$ cat src/rtl/assert_macros.svh
`ifndef ASSERT_MACROS_SVH
`define ASSERT_MACROS_SVH

// Checked on every rising edge of clk, skipped while rst is high.
`define PSF_ASSERT(lbl, prop, msg) \
  lbl: assert property (@(posedge clk) disable iff (rst) prop) else $error(msg);

// Checked on every rising edge of clk, reset cycles included.
`define PSF_ASSERT_ALWAYS(lbl, prop, msg) \
  lbl: assert property (@(posedge clk) prop) else $error(msg);

`endif

$ cat src/rtl/psf_pkg.sv
`default_nettype none

package psf_pkg;

  localparam int TABLE_DEPTH_DEF = 64;
  localparam int NAME_SLOTS_DEF = 2;

  localparam int ID_W = 64;
  localparam int CNT_W = 32;
  localparam int NAME_W = 128;
  localparam int CFG_ADDR_W = 3;
  localparam int CFG_DATA_W = 64;
  localparam int S_TDATA_W = 264;
  localparam int S_TUSER_W = 4;
  localparam int M_TDATA_W = 40;

  localparam logic [1:0] REQ_EVENT = 2'd0;
  localparam logic [1:0] REQ_ADD   = 2'd1;
  localparam logic [1:0] REQ_CLEAR = 2'd2;

  localparam logic [1:0] CLS_OTHER  = 2'd0;
  localparam logic [1:0] CLS_CREATE = 2'd1;
  localparam logic [1:0] CLS_EXIT   = 2'd2;

  localparam logic [CFG_ADDR_W-1:0] CFG_NAME_A_LOW  = 3'd0;
  localparam logic [CFG_ADDR_W-1:0] CFG_NAME_A_HIGH = 3'd1;
  localparam logic [CFG_ADDR_W-1:0] CFG_NAME_B_LOW  = 3'd2;
  localparam logic [CFG_ADDR_W-1:0] CFG_NAME_B_HIGH = 3'd3;
  localparam logic [CFG_ADDR_W-1:0] CFG_NAME_ENABLE = 3'd4;

  typedef enum logic [1:0] {
    ROUTE_NOW   = 2'd0,
    ROUTE_SCAN  = 2'd1,
    ROUTE_CLEAR = 2'd2
  } route_t;

  typedef struct packed {
    logic load;
    logic scan_rd;
    logic clear_wr;
    logic finish;
  } psf_cmd_t;

  typedef struct packed {
    route_t route;
    logic   addr_last;
    logic   out_free;
  } psf_stat_t;

  // Zero every byte from the first zero byte on.
  function automatic logic [NAME_W-1:0] cut_name(input logic [NAME_W-1:0] n);
    logic ended;
    logic [NAME_W-1:0] r;
    ended = 1'b0;
    r = '0;
    for (int b = 0; b < NAME_W / 8; b++) begin
      if (n[b*8 +: 8] == 8'h00) ended = 1'b1;
      if (!ended) r[b*8 +: 8] = n[b*8 +: 8];
    end
    return r;
  endfunction

endpackage

`default_nettype wire

$ cat src/rtl/psf_ctrl.sv
`default_nettype none

module psf_ctrl (
  input  wire               clk,
  input  wire               rst,
  input  wire               s_tvalid,
  output logic              s_tready,
  input  psf_pkg::psf_stat_t stat,
  output psf_pkg::psf_cmd_t  cmd
);
  import psf_pkg::*;

  typedef enum logic [5:0] {
    ST_INIT   = 6'b000001,
    ST_IDLE   = 6'b000010,
    ST_SCAN   = 6'b000100,
    ST_DRAIN  = 6'b001000,
    ST_CLEAR  = 6'b010000,
    ST_FINISH = 6'b100000
  } state_t;

  state_t state, state_next;

  always_ff @(posedge clk) begin
    if (rst) state <= ST_INIT;
    else     state <= state_next;
  end

  always_comb begin
    state_next = state;
    cmd = '0;
    s_tready = 1'b0;
    case (state)
      ST_INIT: begin
        cmd.clear_wr = 1'b1;
        if (stat.addr_last) state_next = ST_IDLE;
      end
      ST_IDLE: begin
        s_tready = 1'b1;
        if (s_tvalid) begin
          cmd.load = 1'b1;
          case (stat.route)
            ROUTE_SCAN:  state_next = ST_SCAN;
            ROUTE_CLEAR: state_next = ST_CLEAR;
            default:     state_next = ST_FINISH;
          endcase
        end
      end
      ST_SCAN: begin
        cmd.scan_rd = 1'b1;
        if (stat.addr_last) state_next = ST_DRAIN;
      end
      // The last entry read is compared in this cycle.
      ST_DRAIN: state_next = ST_FINISH;
      ST_CLEAR: begin
        cmd.clear_wr = 1'b1;
        if (stat.addr_last) state_next = ST_FINISH;
      end
      ST_FINISH: begin
        if (stat.out_free) begin
          cmd.finish = 1'b1;
          state_next = ST_IDLE;
        end
      end
      default: state_next = ST_INIT;
    endcase
  end

endmodule

`default_nettype wire

$ cat config.mk
export PLATFORM = sky130hd
export DESIGN_NAME = psf_ctrl
export DESIGN_NICKNAME = d
export VERILOG_FILES = /design/src/rtl/assert_macros.svh /design/src/rtl/psf_pkg.sv /design/src/rtl/psf_ctrl.sv
export SDC_FILE = /design/constraint.sdc
export NUM_CORES = 1
export LEC_CHECK = 0
export BUFFER_PORTS_ARGS = -buffer_cell sky130_fd_sc_hd__buf_2
export CAP_MARGIN = 20
export CORE_AREA = 2 2 39 41
export DETAILED_ROUTE_END_ITERATION = 12
export DIE_AREA = 0 0 41 43
export GPL_TIMING_DRIVEN = 0
export PLACE_DENSITY_LB_ADDON = 0.12
export SLEW_MARGIN = 10
export SYNTH_ARGS = -nofsm -noshare
export SYNTH_HDL_FRONTEND = slang
export SYNTH_SLANG_ARGS = --single-unit
$ cat constraint.sdc
create_clock -name clk -period 4.4 [get_ports clk]
set_input_delay 0.22 -clock clk [delete_from_list [all_inputs] [get_ports clk]]
set_output_delay 0.22 -clock clk [all_outputs]
set_load 0.02 [all_outputs]
==> results.toml, run 1 <==
[run_status]
run_status = "finished clean"

[setup_path]
cp-endpoint = "cmd[3]"
crit_family = "simple AND/OR/NAND/NOR gates"
crit_buf_inv = 3
cp-startpoint = "state[2]"
rrSetupSlack_ns = 2.68
crit_required_ns = 4.18
end_kind = "output pin"
cp_slowest_stage_delay_ns = 0.35
cp.arrival_ns = 1.72
start_kind = "flip-flop"
cp.depth = 6
crit_chain = "clkbuf_1 -> nor3_1 -> and3_1 -> clkbuf_1 -> and2_1 -> buf_2"
crit_type = "flip-flop to output pin"
r2r-end = "state[5]"
cp_common_cell = "clkbuf_1"
worstPathMaxFanout = 9
cp_slowest_cell = "nor3_1"
r2r-start = "state[4]"
reg2regPathDepth = 6

[sta]
clock_skew_ns = 0.001813
max_slew.worst_pin.slew_ns = 0.3635
fin_crit_ns = 1.944
relSlewSlack = 0.7558
finalSetupTns_ns = 0
fmaxAchievable_ghz = 0.5145
worst_slack_ns = 2.456
rsz0062_at_grt = "false"
drv_slew = 0
setup_viol = 0
finalHoldViolCount = 0
timing.hold.ws_ns = 0.2478
finalCritPeriodShare = 0.4418

[clock_tree]
htreeDepth = 1
path_clk_slew_ns = 0.04
cts_buffer_depth = 2
cts_root_buffer = "clkbuf_4"
clk_latency_ns = 0.24
numCtsBuffers = 3
cts_tree = "done"
postCtsHoldBufs = 0
cts_resized = 0
post_cts_buffers = 0
clock-sinks = 6

[logic_synthesis]
synth.avg_cell_area_um2 = 7.448
syn-cell-area_um2 = 469.2
ys_warn_count = 0
synth.largest_area_cell = "dfxtp_1"
synthTopCellsByArea = "dfxtp_1 26%, nor3_1 6.4%, a21oi_1 5.3%, ha_1 5.3%, inv_1 4.8%"
synthCells = 63
ys_ff_latch = 6
yosysSeqAreaShare = 0.2560
yosysUniqueCellTypes = 28
syn_nets = 72
synth_top_area_share = 0.2560

[drt]
totalWireLength_um = 1040
post-route-drc-count = 0
drt_iter0_markers = 9
routedWlPerCell_um = 11.18
ant_nets = 0
num_vias = 477
drt_first_pass_iters = 4
viasPerCell = 5.129

[die]
rows = 14
start_util = 0.3391
io-pin-count = 12
die_w_um = 41
die_h_um = 43
coreArea_um2 = 1384
die_area_um2 = 1763

[power]
p_total_w = 0.0002150
leakage_nw = 0.2715
power_density_nw_per_um2 = 379.4
internal_power_w = 0.0001336
irDropWorstVdd_v = 0.0001855
pwr-share-comb = 0.486
clockPowerShare = 0.220
seq_power_share = 0.294
switchingPower_w = 0.00008138
p_sw_frac = 0.3785

[cells_and_area]
n_fill_cell = 153
nNetsFinal = 88
drive_gt1_frac = 0.2597
final_cell_mix = "13 x buf_2, 6 x inv_1, 6 x nor3_1, 6 x dfxtp_1, 5 x a21oi_1"
area_delta_synth_final_pct = 20.80
regMostFlops = "state"
top_regs = "state (6)"
diodes = 0
layout_commonest_cell = "buf_2"
largest_register_ffs = 6

[grt]
antenna_found_initial = 0
grt_pass1_vias = 441
grt-ovfl-total = 0
grt_usage = 0.1430
grt_max_degree = 10
grt_pass1_wl_um = 1725

[place]
place.gp.congestion = 0.7840
io_buffers = 11
place_ws_ns = 2.681
dp.final_hpwl_um = 809.4

[worst_hold_path]
hp-class = "input port to flip-flop"

[job]
drv_cap = 0
cell families (layout without fill, tap and decap cells):
family / Yosys count / in the layout / synth area share
adders and majority gates: 2 / 2 / 0.05332
and+or+nand+nor: 30 / 30 / 0.3814
AOI/OAI and AO/OA: 10 / 10 / 0.1360
DFF: 6 / 6 / 0.2560
xor gates and xnor gates: 3 / 3 / 0.05601
buffers and inverters: 12 / 26 / 0.1173
layer usage:
metal / share of wire / GRT usage / up-vias / wire [um]
met4: 0 / 0.02000 / 0 / 0
met5: 0 / 0 / - / 0
li1: - / - / 250 / -
met2: 0.47 / 0.2156 / 17 / 485
met1: 0.48 / 0.1786 / 210 / 502
met3: 0.050 / 0.07853 / 0 / 52
worst min path at each step:
stage / from / end / slack [ns] / depth (start not counted)
6_report: rst / state[2] / 0.25 / 2
5_1_grt: rst / state[2] / 0.25 / 2
4_1_cts: rst / state[2] / 0.24 / 2
3_5_place_dp: rst / state[2] / 0.49 / 2
3_3_place_gp: rst / state[2] / 0.48 / 2
2_1_floorplan: rst / state[2] / 0.29 / 1
Yosys cell counts:
cell type	n
nand3b_1	2
xor2_1	2
a21oi_1	5
nor4_1	2
inv_1	6
nand4b_1	2
o211ai_1	1
nor2_1	4
a2bb2oi_1	1
or4_4	1
nand3_2	1
or3_1	1
or2b_1	1
buf_2	2
ha_1	2
nor3_1	6
o21ai_0	2
dfxtp_1	6
nand2b_1	1
clkbuf_1	3
buf_6	1
and2_1	1
nand3_1	4
o22ai_2	1
and3_1	1
nand2_1	2
nor3b_1	1
xnor2_1	1
stage by stage:
step                instance area [um2]    util  cells
floorplan                         469.2       -     63
global placement                  544.3  0.3933     90
detailed placement                544.3  0.3933     90
CTS                               566.8  0.4096     93
global route                      566.8  0.4096     93
finish                            566.8  0.4096     93
cell type report:
class / count / area [um2] / area share
Buffer: 6 / 32.53 / 0.05740
Inverter: 6 / 22.52 / 0.03974
Sequential cell: 6 / 120.1 / 0.2119
Tap cell: 16 / 20.02 / 0.03532
Multi-Input combinational cell: 45 / 294.0 / 0.5188
Clock buffer: 3 / 22.52 / 0.03974
Timing Repair Buffer: 11 / 55.05 / 0.09713
power groups by stage:
stage	sequential (W)	clock (W)	combinational [W]
after floorplan	0.0000637	0	0.0000797
after global placement	0.0000640	0	0.000106
after detailed placement	0.0000642	0	0.000105
after CTS	0.0000632	0.0000504	0.000105
after global routing	0.0000638	0.0000549	0.000116
final	0.0000632	0.0000473	0.000105
No activity file was read; power rests on OpenSTA's default activity.
==> inputs of run 2 (changes only) <==
- ABC_AREA: default -> 1
- clock period: 4.4 -> 1.7 ns (I/O delays scaled with it)
==> run 2 against run 1 <==
  * Synthesized cell count is 14% higher
  * Via count is 3.4% lower
  * Global-route usage is 0.33 points higher
  * Flip-flop and latch count stayed put
  * Die area stayed put
  * Final area is 2.4% higher
  * Power grew to 3.4 times the previous value
  * Largest cell class unchanged
  * Highest routed layer is now met4
==> results.toml, run 2 <==
[job]
drv_cap = 0

[cells_and_area]
nNetsFinal = 97
top_regs = "state (6)"
layout_commonest_cell = "inv_1"
area_delta_synth_final_pct = 20.21
diodes = 0
regMostFlops = "state"
drive_gt1_frac = 0.3256
final_cell_mix = "15 x inv_1, 11 x buf_2, 10 x nand2_1, 8 x nor2_1, 7 x nand3_1"
largest_register_ffs = 6

[power]
irDropWorstVdd_v = 0.0005036
power_density_nw_per_um2 = 1267
leakage_nw = 0.3434
p_total_w = 0.0007358

[clock_tree]
cts_resized = 0
clk_latency_ns = 0.24
cts_buffer_depth = 2
clock-sinks = 6
cts_tree = "done"
htreeDepth = 1
cts_root_buffer = "clkbuf_4"
post_cts_buffers = 0
path_clk_slew_ns = 0.05
numCtsBuffers = 3
postCtsHoldBufs = 0

[logic_synthesis]
synth_ff_type = "dfxtp_1"
ys_ff_latch = 6
syn_nets = 81
yosysMostFrequentCell = "inv_1"
async_reset_ff_frac = 0
synthCells = 72
synth_top_area_share = 0.2487
synth_edf_count = 0
yosys-top-cells-count = "15 x inv_1, 10 x nand2_1, 8 x nor2_1"
synth.avg_cell_area_um2 = 6.708
yosysSeqAreaShare = 0.2487
synthTopCellsByArea = "dfxtp_1 25%, inv_1 12%, nand2_1 7.8%, nand3_1 7.3%, nand4_1 6.5%"
synth.largest_area_cell = "dfxtp_1"
ys_warn_count = 0
syn-cell-area_um2 = 483.0
yosysUniqueCellTypes = 20

[grt]
met2_usage = 0.1969
grt_max_degree = 8
grt-ovfl-total = 0
grt_usage = 0.1463
grt_pass1_wl_um = 1683
grt_busiest_layer = "met1"
use_met1 = 0.1981
grt_util_met3 = 0.03141
antenna_found_initial = 0
grt_pass1_vias = 420

[sta]
max_slew.worst_pin.slew_ns = 0.2925
fmaxAchievable_ghz = 0.7249
fin_crit_ns = 1.379
drv_slew = 0
finalSetupTns_ns = 0
relSlewSlack = 0.8048
clock_skew_ns = 0.001287
rsz0062_at_grt = "false"
setup_viol = 0
finalCritPeriodShare = 0.8115
finalHoldViolCount = 0

[place]
io_buffers = 11
dp.final_hpwl_um = 840.9
place.gp.congestion = 0.8161

[setup_path]
crit_type = "flip-flop to output pin"
end_kind = "output pin"
r2r-start = "state[0]"
reg2regPathDepth = 8
worstPathMaxFanout = 7
crit_required_ns = 1.62
rrSetupSlack_ns = 0.44
cp.arrival_ns = 1.29
start_kind = "flip-flop"
r2r-end = "state[5]"

[worst_hold_path]
min_from = "rst"
hp-class = "input port to flip-flop"
worstHoldEndpoint = "state[4]"
whs_path_depth = 2

[die]
die_area_um2 = 1763
start_util = 0.3490
die_h_um = 43
io-pin-count = 12
coreArea_um2 = 1384
die_w_um = 41
rows = 14

[drt]
drt_iter0_markers = 10
routedWlPerCell_um = 10.02
totalWireLength_um = 1022
num_vias = 461
drt_first_pass_iters = 4
ant_nets = 0
post-route-drc-count = 0
viasPerCell = 4.520

[run_status]
run_status = "finished clean"
==> run 2: cell count changes after synthesis, moves of 3 or more <==
cell	delta
nand3_1	+3
nand2_1	+8
nor2_2	+4
clkbuf_1	-3
nand4_1	+5
nor2_1	+4
nor3_1	-5
a21oi_1	-3
inv_1	+9
==> run 2: how the worst max path moves through the flow <==
stage | start | to | slack (ns) | depth (start not counted)
finish | state[0] | cmd[2] | 0.32 | 4
floorplan | state[2] | state[4] | 0.58 | 5
CTS | state[0] | cmd[2] | 0.33 | 4
global placement | state[0] | state[5] | 0.46 | 8
global route | state[0] | cmd[2] | 0.23 | 4
detailed placement | state[0] | state[5] | 0.47 | 8
==> run 2: layout make-up <==
| type | instances | area, um2 |
|---|---|---|
| clock buffer | 3 | 22.52 |
| fill | 147 | 803.3 |
| inverter | 18 | 72.57 |
| multi-input combinational | 48 | 290.3 |
| sequential | 6 | 120.1 |
| tap | 16 | 20.02 |
| timing repair buffer | 11 | 55.05 |
==> run 2: worst max-delay path, stage by stage (launching register included) <==
cell and delay, ns:
dfxtp_1 0.33, nor2_2 0.27, nand3_1 0.19, inv_1 0.10, buf_2 0.16
==> run 2: layer usage <==
layer	vias up	routed length (um)
met5	-	0
met4	0	14
met3	2	46
met2	13	476
met1	191	485
li1	255	-
==> run 2: logic make-up (layout without fill, tap and decap cells) <==
kind of cell               after synthesis  after routing  share of synthesized area
AOI/OAI and AO/OA                        4              4                    0.04922
buffers and inverters                   18             32                     0.1502
and+or+nand+nor                         42             42                     0.5000
DFF                                      6              6                     0.2487
adders and majority gates                2              2                    0.05181
==> run 2: power by group <==
group	switching [W]	total (W)	internal, W
clock	0.0000560	0.000136	0.0000802
combinational	0.000257	0.000390	0.000133
sequential	0.0000347	0.000210	0.000175
==> run 2: through the flow <==
stage | area, um2 | setup WS, ns | hold WS [ns] | cells | utilization
3_3_place_gp | 558.0 | 0.4628 | 0.3074 | 99 | 0.4033
5_1_grt | 580.6 | 0.2323 | 0.04513 | 102 | 0.4195
3_5_place_dp | 558.0 | 0.4666 | 0.2975 | 99 | 0.4033
6_report | 580.6 | 0.3205 | 0.03977 | 102 | 0.4195
2_1_floorplan | 483.0 | 0.5777 | 0.1541 | 72 | -
4_1_cts | 580.6 | 0.3309 | 0.03826 | 102 | 0.4195
==> inputs of run 3 (changes only) <==
- clock period: 1.7 -> 1.44 ns (I/O delays scaled with it)
==> run 3 against run 2 <==
  * Via count fell by 0.22%
  * Final area grew 0.86%
  * Critical path depth did not move
  * Sequential share of layout area is 0.18 points lower
  * Count of clock-buffer cells in the layout stayed put
  * Non-clock buffer count unchanged
  * Routed wire length grew 0.29%
  * Combinational power grew 19%
==> results.toml, run 3 (synthesis gave the netlist of run 2 again) <==
[run_status]
run_status = "finished clean"

[setup_path]
crit_chain = "nor2_4 -> nand3_4 -> nor2_2 -> buf_2"
cp_slowest_stage_delay_ns = 0.34
end_kind = "output pin"
crit_required_ns = 1.37
cp_slowest_cell = "dfxtp_1"
start_kind = "flip-flop"
worstPathMaxFanout = 7
crit_type = "flip-flop to output pin"
cp.arrival_ns = 1.26

[die]
rows = 14
die_h_um = 43
coreArea_um2 = 1384
io-pin-count = 12
start_util = 0.3490
die_area_um2 = 1763
die_w_um = 41

[sta]
fin_crit_ns = 1.330
finalHoldViolCount = 0
finalCritPeriodShare = 0.9234
setup_viol = 0
finalSetupTns_ns = 0
max_slew.worst_pin.slew_ns = 0.2123
clock_skew_ns = 0.001279
fmaxAchievable_ghz = 0.7521
rsz0062_at_grt = "false"
drv_slew = 0
relSlewSlack = 0.8581

[place]
place.gp.congestion = 0.8161
io_buffers = 11
dp.final_hpwl_um = 840.9
dp_cells = 99

[clock_tree]
cts_buffer_depth = 2
htreeDepth = 1
clk_latency_ns = 0.24
clock-sinks = 6
path_clk_slew_ns = 0.05
postCtsHoldBufs = 0
cts_tree = "done"
cts_root_buffer = "clkbuf_4"
numCtsBuffers = 3

[cells_and_area]
drive_gt1_frac = 0.3256
regMostFlops = "state"
diodes = 0
nNetsFinal = 97
final_util = 0.4231
final_cells = 102
largest_register_ffs = 6
area_delta_synth_final_pct = 21.24
layout_commonest_cell = "inv_1"
final_cell_mix = "15 x inv_1, 11 x buf_2, 10 x nand2_1, 8 x nor2_1, 7 x nand3_1"
top_regs = "state (6)"

[drt]
routedWlPerCell_um = 10.05
post-route-drc-count = 0
num_vias = 460
drt_iter0_markers = 10
totalWireLength_um = 1025
drt_first_pass_iters = 4
ant_nets = 0
viasPerCell = 4.510

[power]
power_density_nw_per_um2 = 1512
leakage_nw = 0.3440
irDropWorstVdd_v = 0.0006091

[grt]
antenna_found_initial = 0
grt_pass1_wl_um = 1683
grt-ovfl-total = 0
grt_usage = 0.1463
grt_max_degree = 8
grt_pass1_vias = 420

[job]
drv_cap = 0

[worst_hold_path]
hp-class = "input port to flip-flop"
run 3: timing repair:
action	CTS	global route
setup endpoints to repair	0	2
setup buffers	0	0
gates resized for setup	0	1
run 3: through the flow:
stage,cell area (um2),hold slack (ns),setup WS (ns),total power (W)
finish,585.6,0.02678,0.1104,0.0008851
global route,585.6,0.03213,0.003566,0.0009676
CTS,580.6,0.02526,0.08387,0.0008765
detailed placement,558.0,0.2845,0.2066,0.0007103
global placement,558.0,0.2944,0.2028,0.0007120
floorplan,483.0,0.1411,0.3177,0.0006082
run 3: cell type report:
cell class / instances / area (um2)
timing repair buffer: 11 / 55.05
multi-input combinational: 48 / 295.3
fill: 146 / 798.3
sequential: 6 / 120.1
tap: 16 / 20.02
clock buffer: 3 / 22.52
inverter: 18 / 72.57
run 3: worst paths after layout:
| kind | from | end | slack [ns] | cells after the start |
|---|---|---|---|---|
| worst min register to register | state[5] | state[5] | 0.59 | 4 |
| worst max-delay path | state[2] | cmd[3] | 0.11 | 4 |
| worst max register to register | state[0] | state[5] | 0.23 | 9 |
| worst min-delay path | rst | state[4] | 0.03 | 2 |
run 3: per-layer routing:
metal  track usage  routed length (um)  vias up
met1        0.1981                 488      191
met5             0                   0        -
met4        0.1000                  14        0
met2        0.1969                 476       13
met3       0.03141                  46        2
li1              -                   -      254
run 3: where the power goes:
group / total [W] / switching, W / leakage (nW) / internal [W]
combinational: 0.000466 / 0.000304 / 0.281 / 0.000163
sequential: 0.000258 / 0.0000515 / 0.0490 / 0.000207
clock: 0.000161 / 0.0000661 / 0.0138 / 0.0000947
run 3: worst max-delay path: cells and delay by family (launching register included):
kind,cells,cell delay [ns]
buffers and inverters,1,0.18
DFF,1,0.34
and+or+nand+nor,3,0.49
